===== src/rtl/fk_pkg.sv =====
// shared types, constants and fixed-point helpers for the skeleton kinematics block
package fk_pkg;

    localparam int QW         = 16;  // quaternion component, q1.14
    localparam int PW         = 24;  // position component, q7.16
    localparam int TW         = 28;  // intermediate 2*(u x v), rounded
    localparam int UW         = 30;  // rounded u x t term
    localparam int AW         = 46;  // product accumulator
    localparam int SLOT_MAX_W = 8;   // slot field width for up to 256 joints
    localparam int QDEPTH     = 2;   // front to back queue depth
    localparam int QCNT_W     = $clog2(QDEPTH + 1);

    typedef logic signed [QW-1:0] quat_c_t;
    typedef logic signed [PW-1:0] pos_c_t;

    typedef struct packed {
        logic                  is_root;
        logic                  parent_zero;
        logic [4:0]            parent_slot;
        logic [SLOT_MAX_W-1:0] slot;
        quat_c_t [3:0]         lq;
        pos_c_t [2:0]          off;
        logic                  last;
    } fk_job_t;

    typedef struct packed {
        quat_c_t [3:0] q;
        pos_c_t [2:0]  p;
    } fk_entry_t;

    typedef struct packed {
        logic              full;
        logic [QCNT_W-1:0] count;
    } fk_qstat_t;

    typedef enum logic [3:0] {
        ST_IDLE,
        ST_READ,
        ST_QUAT,
        ST_QRND,
        ST_UV,
        ST_TRND,
        ST_UT,
        ST_UTRND,
        ST_WT,
        ST_FIN,
        ST_OUT
    } fk_state_t;

    typedef enum logic [1:0] {
        REG_ROOT_X = 2'd0,
        REG_ROOT_Y = 2'd1,
        REG_ROOT_Z = 2'd2
    } fk_reg_t;

    // hamilton product: bit k set means term k of that lane is subtracted
    localparam logic [3:0] QNEG [4] = '{4'b1110, 4'b1000, 4'b0010, 4'b0100};

    // cross product operand order: c[i] = a[CR_A[i]]*b[CR_B[i]] - a[CR_B[i]]*b[CR_A[i]]
    localparam logic [1:0] CR_A [3] = '{2'd1, 2'd2, 2'd0};
    localparam logic [1:0] CR_B [3] = '{2'd2, 2'd0, 2'd1};

    localparam logic signed [AW-1:0] Q_HI = AW'(32767);
    localparam logic signed [AW-1:0] Q_LO = ~Q_HI;
    localparam logic signed [AW-1:0] P_HI = AW'(8388607);
    localparam logic signed [AW-1:0] P_LO = ~P_HI;

    // round half up then arithmetic shift
    function automatic logic signed [AW-1:0] rnd_sh(input logic signed [AW-1:0] x,
                                                    input int unsigned sh);
        logic signed [AW-1:0] half;
        half = '0;
        half[sh-1] = 1'b1;
        return (x + half) >>> sh;
    endfunction

    function automatic quat_c_t sat_q(input logic signed [AW-1:0] x);
        logic signed [AW-1:0] y;
        y = (x > Q_HI) ? Q_HI : ((x < Q_LO) ? Q_LO : x);
        return y[QW-1:0];
    endfunction

    function automatic pos_c_t sat_p(input logic signed [AW-1:0] x);
        logic signed [AW-1:0] y;
        y = (x > P_HI) ? P_HI : ((x < P_LO) ? P_LO : x);
        return y[PW-1:0];
    endfunction

endpackage


===== src/rtl/fk_queue.sv =====
// two-entry job queue between the front and the back
module fk_queue (
    input  logic            clk,
    input  logic            rst_n,
    input  logic            push,
    input  fk_pkg::fk_job_t push_job,
    input  logic            pop,
    output logic            head_valid,
    output fk_pkg::fk_job_t head_job,
    output fk_pkg::fk_qstat_t stat
);
    import fk_pkg::*;

    localparam int PTR_W = $clog2(QDEPTH);

    fk_job_t            entry_reg [QDEPTH];
    logic [PTR_W-1:0]   wr_ptr_reg;
    logic [PTR_W-1:0]   rd_ptr_reg;
    logic [QCNT_W-1:0]  count_reg;
    logic [QCNT_W-1:0]  count_next;

    always_comb
    begin
        count_next = count_reg;
        if (push && !pop)
        begin
            count_next = count_reg + QCNT_W'(1);
        end
        else if (pop && !push)
        begin
            count_next = count_reg - QCNT_W'(1);
        end
    end

    always_ff @(posedge clk or negedge rst_n)
    begin
        if (!rst_n)
        begin
            wr_ptr_reg <= '0;
            rd_ptr_reg <= '0;
            count_reg  <= '0;
        end
        else
        begin
            count_reg <= count_next;
            if (push)
            begin
                wr_ptr_reg <= wr_ptr_reg + PTR_W'(1);
            end
            if (pop)
            begin
                rd_ptr_reg <= rd_ptr_reg + PTR_W'(1);
            end
        end
    end

    always_ff @(posedge clk)
    begin
        if (push)
        begin
            entry_reg[wr_ptr_reg] <= push_job;
        end
    end

    assign head_valid = (count_reg != '0);
    assign head_job   = entry_reg[rd_ptr_reg];
    assign stat.full  = (count_reg == QCNT_W'(QDEPTH));
    assign stat.count = count_reg;

endmodule


===== src/rtl/fk_front.sv =====
// input side: takes joint beats, assigns table slots, classifies and queues them
module fk_front #(
    parameter int MAX_JOINTS = 32
) (
    input  logic                  clk,
    input  logic                  rst_n,
    input  logic                  in_valid,
    output logic                  in_stall,
    input  logic                  has_parent,
    input  logic [4:0]            parent_slot,
    input  fk_pkg::quat_c_t [3:0] local_q,
    input  fk_pkg::pos_c_t [2:0]  offset,
    input  logic                  last_in,
    input  logic                  q_pop,
    output logic                  q_valid,
    output fk_pkg::fk_job_t       q_head,
    output fk_pkg::fk_qstat_t     q_stat
);
    import fk_pkg::*;

    localparam int SLOT_W = $clog2(MAX_JOINTS);

    logic [SLOT_W-1:0] joint_cnt_reg;
    logic [SLOT_W-1:0] joint_cnt_next;
    logic              accept;
    fk_job_t           job;

    assign in_stall = q_stat.full;
    assign accept   = in_valid && !in_stall;

    always_comb
    begin
        job.is_root     = !has_parent;
        job.parent_zero = (32'(parent_slot) >= MAX_JOINTS);
        job.parent_slot = parent_slot;
        job.slot        = SLOT_MAX_W'(joint_cnt_reg);
        job.lq          = local_q;
        job.off         = offset;
        job.last        = last_in;
        // wrap at the table size, restart after the final joint
        if (last_in || (joint_cnt_reg == SLOT_W'(MAX_JOINTS - 1)))
        begin
            joint_cnt_next = '0;
        end
        else
        begin
            joint_cnt_next = joint_cnt_reg + SLOT_W'(1);
        end
    end

    always_ff @(posedge clk or negedge rst_n)
    begin
        if (!rst_n)
        begin
            joint_cnt_reg <= '0;
        end
        else if (accept)
        begin
            joint_cnt_reg <= joint_cnt_next;
        end
    end

    fk_queue u_queue (
        .clk        (clk),
        .rst_n      (rst_n),
        .push       (accept),
        .push_job   (job),
        .pop        (q_pop),
        .head_valid (q_valid),
        .head_job   (q_head),
        .stat       (q_stat)
    );

endmodule


===== config.mk =====
export PLATFORM = sky130hd
export DESIGN_NAME = fk_front
export DESIGN_NICKNAME = d
export VERILOG_FILES = /design/src/rtl/fk_pkg.sv /design/src/rtl/fk_queue.sv /design/src/rtl/fk_front.sv
export SDC_FILE = /design/constraint.sdc
export NUM_CORES = 1
export LEC_CHECK = 0
export ABC_AREA = 1
export BUFFER_PORTS_ARGS = -buffer_cell sky130_fd_sc_hd__buf_2
export CAP_MARGIN = 20
export CORE_ASPECT_RATIO = 0.6
export CORE_MARGIN = 2
export CORE_UTILIZATION = 45
export CTS_BUF_LIST = sky130_fd_sc_hd__clkbuf_16
export DETAILED_ROUTE_END_ITERATION = 8
export PLACE_DENSITY = 0.74
export SLEW_MARGIN = 20
export SYNTH_ARGS = -nofsm -noshare
export SYNTH_HDL_FRONTEND = slang
export SYNTH_SLANG_ARGS = --single-unit

===== constraint.sdc =====
create_clock -name clk -period 7.05 [get_ports clk]
set_clock_uncertainty 0.05 [all_clocks]
set_input_delay 0.705 -clock clk [delete_from_list [all_inputs] [get_ports clk]]
set_output_delay 0.705 -clock clk [all_outputs]
set_load 0.005 [all_outputs]

==> results.sh <==
export IMPL_vdd_ir_drop_worst_uv=339
export IMPL_syn_inst=524
export IMPL_total_leakage_power_uw=0.00571
export IMPL_grt_pass1_wl_um=31500
export IMPL_portBuffers=299
export IMPL_hold_violations=0
export IMPL_drv_slew=0
export IMPL_whs_ns=0.300
export IMPL_synth_seq_area_share_pct=78.4
export IMPL_synth_distinct_cells=23
export IMPL_finalSetupViolations=0
export IMPL_nNetsFinal=990
export IMPL_syn_avg_cell_area_um2=22.2
export IMPL_die_area_mm2=0.0272
export IMPL_drive_gt1_share_pct=57.9
export IMPL_die_h_um=128
export IMPL_path_clk_slew_ns=0.06
export IMPL_start_util_pct=45.9
export IMPL_gp_congestion=0.778
export IMPL_crit_slowest_cell="dfrtp_4"
export IMPL_cp_data_arrival_time_ns=2.59
export IMPL_cp_start_kind="register"
export IMPL_yosysWarnings=0
export IMPL_first_pass_iters=4
export IMPL_tritoncts="yes"
export IMPL_crit_fanout=130
export IMPL_layout_common_cells="299 x buf_2, 296 x edfxtp_1, 100 x mux2_4"
export IMPL_clk_path_buf_depth=3
export IMPL_wl_per_cell_um=18.2
export IMPL_place_worst_setup_slack_ns=3.68
export IMPL_layout_commonest_cell="buf_2"
export IMPL_antenna_found_initial=2
export IMPL_root_buffer="clkbuf_16"
export IMPL_n_fill_cell=1960
export IMPL_min_period_ns=3.34
export IMPL_tightestPinTransition_ns=1.17
export IMPL_via_count=5752
export IMPL_grt_max_degree=131
export IMPL_antenna_left=0
export IMPL_maxCapViolations=0
export IMPL_rows=45
export IMPL_drtIter0Drc=355
export IMPL_clock_latency_ns=0.54
export IMPL_status="finished clean"
export IMPL_clock_sinks=305
export IMPL_fin_ws_ns=3.71
export IMPL_synth_area_mm2=0.0116
export IMPL_cts_buffers=28
export IMPL_grtUsageTotal_pct=15.2
export IMPL_routed_wl_um=21700
export IMPL_max_slew_margin_pct=22.1
export IMPL_final_util_pct=56.4
export IMPL_rsz0062_at_grt="false"
export IMPL_io_pins=304
export IMPL_fmax_mhz=299
export IMPL_viasPerCell=4.82
export IMPL_die_x_um=211
export IMPL_dp_hpwl_um=14300
export IMPL_critPathRequiredTime_ns=6.29
export IMPL_ys_seq_elements=305
export IMPL_cpPeakStageDelay_ns=0.62
export IMPL_tns_ns=0
export IMPL_h_tree_depth=1
export IMPL_pwr_density_cell_mw_per_mm2=403
export IMPL_path_class="reg -> out"
export IMPL_endpoint_kind="primary output"
export IMPL_syn_to_final_growth_pct=23.0
export IMPL_grt_pass1_vias=5613
export IMPL_fin_crit_sh_pct=47.4
export IMPL_hold_class="in -> reg"
export IMPL_grt_overflow=0
export IMPL_core_area_mm2=0.0253
export IMPL_largest_reg_flops=296
export IMPL_path_cells="buf_12 -> mux2_4 -> buf_2"
export IMPL_drc=0
## final cells by class
| class | instances | area (µm²) | area share (%) |
|---|---|---|---|
| antenna | 2 | 5.00 | 0.0350 |
| sequential | 305 | 9120 | 63.8 |
| clock inverter | 23 | 154 | 1.08 |
| tap | 329 | 412 | 2.88 |
| multi-input combinational | 190 | 2280 | 16.0 |
| inverter | 10 | 37.5 | 0.263 |
| clock buffer | 29 | 726 | 5.08 |
| timing repair buffer | 305 | 1560 | 10.9 |
## worst paths after layout
path,slack [ns],to,startpoint,depth (start not counted)
max in group asynchronous,6.24,u_queue.rd_ptr_reg$_DFFE_PN0P_,rst_n,2
min in group asynchronous,0.50,u_queue.count_reg[1]$_DFFE_PN0P_,rst_n,2
setup / recovery,3.71,q_head[95],u_queue.rd_ptr_reg$_DFFE_PN0P_,3
hold reg to reg,0.46,u_queue.entry_reg[0][141]$_DFFE_PP_,joint_cnt_reg[4]$_DFFE_PN0N_,0
setup reg to reg,4.06,u_queue.entry_reg[0][14]$_DFFE_PP_,u_queue.count_reg[1]$_DFFE_PN0P_,6
hold / removal,0.30,u_queue.rd_ptr_reg$_DFFE_PN0P_,q_pop,2
## worst max-delay path, delay by kind of cell (launching register included)
family | cells | cell delay (ns)
mux | 1 | 0.36
buf+inv | 2 | 0.69
flops | 1 | 0.62
## Yosys cell counts (all sizes together)
library cell	count	share of area, %
buf	22	1.8
nand4	1	0.054
nor2	8	0.34
nand2	13	0.42
edfxtp	296	76
mux2	148	18
or2	1	0.054
ha	3	0.32
conb	1	0.032
xor2	2	0.15
dfrtp	9	1.9
inv	10	0.32
xnor2	1	0.075
nand3	6	0.26
o21ai	2	0.086
nand3b	1	0.065
## through the flow
stage / power [µW] / std cells / area, µm²
6_report: 5760 / 1193 / 14300
5_1_grt: 6040 / 1191 / 14300
4_1_cts: 5840 / 1191 / 14300
3_5_place_dp: 4390 / 1138 / 13400
3_3_place_gp: 4360 / 1138 / 13400
2_1_floorplan: 3800 / 527 / 11600
## per-layer routing
layer / vias to the layer above / global-route usage [%] / share of wire [%]
li1: 2673 / - / -
met1: 2835 / 20.5 / 44
met2: 211 / 23.7 / 45
met3: 31 / 5.71 / 9.5
met4: 2 / 3.15 / 1.4
met5: - / 0 / 0.074
## report_power, final
group	switching, µW	internal, µW
sequential	124	2480
clock	615	815
combinational	820	904
total	1560	4200
## repair_timing
| item | CTS | global route |
|---|---|---|
| hold endpoints to repair | 9 | 0 |
| buffers inserted | 0 | 0 |
| setup endpoints to repair | 0 | 0 |
| hold buffers | 1 | 0 |
| resized for setup | 0 | 0 |
## kinds of logic (layout without fill, tap and decap cells)
| family | count (synthesis) | in the layout | share of synthesized area (%) |
|---|---|---|---|
| AO/OA/AOI/OAI | 2 | 2 | 0.0861 |
| XOR/XNOR | 3 | 3 | 0.226 |
| adder cells (fa/ha/maj) | 3 | 3 | 0.323 |
| buffers and inverters | 32 | 367 | 2.13 |
| flip-flops | 305 | 305 | 78.4 |
| multiplexers | 148 | 148 | 17.6 |
| other | 1 | 6 | 0.0323 |
| AND/OR/NAND/NOR | 30 | 30 | 1.20 |
No activity file was read; power rests on OpenSTA's default activity.
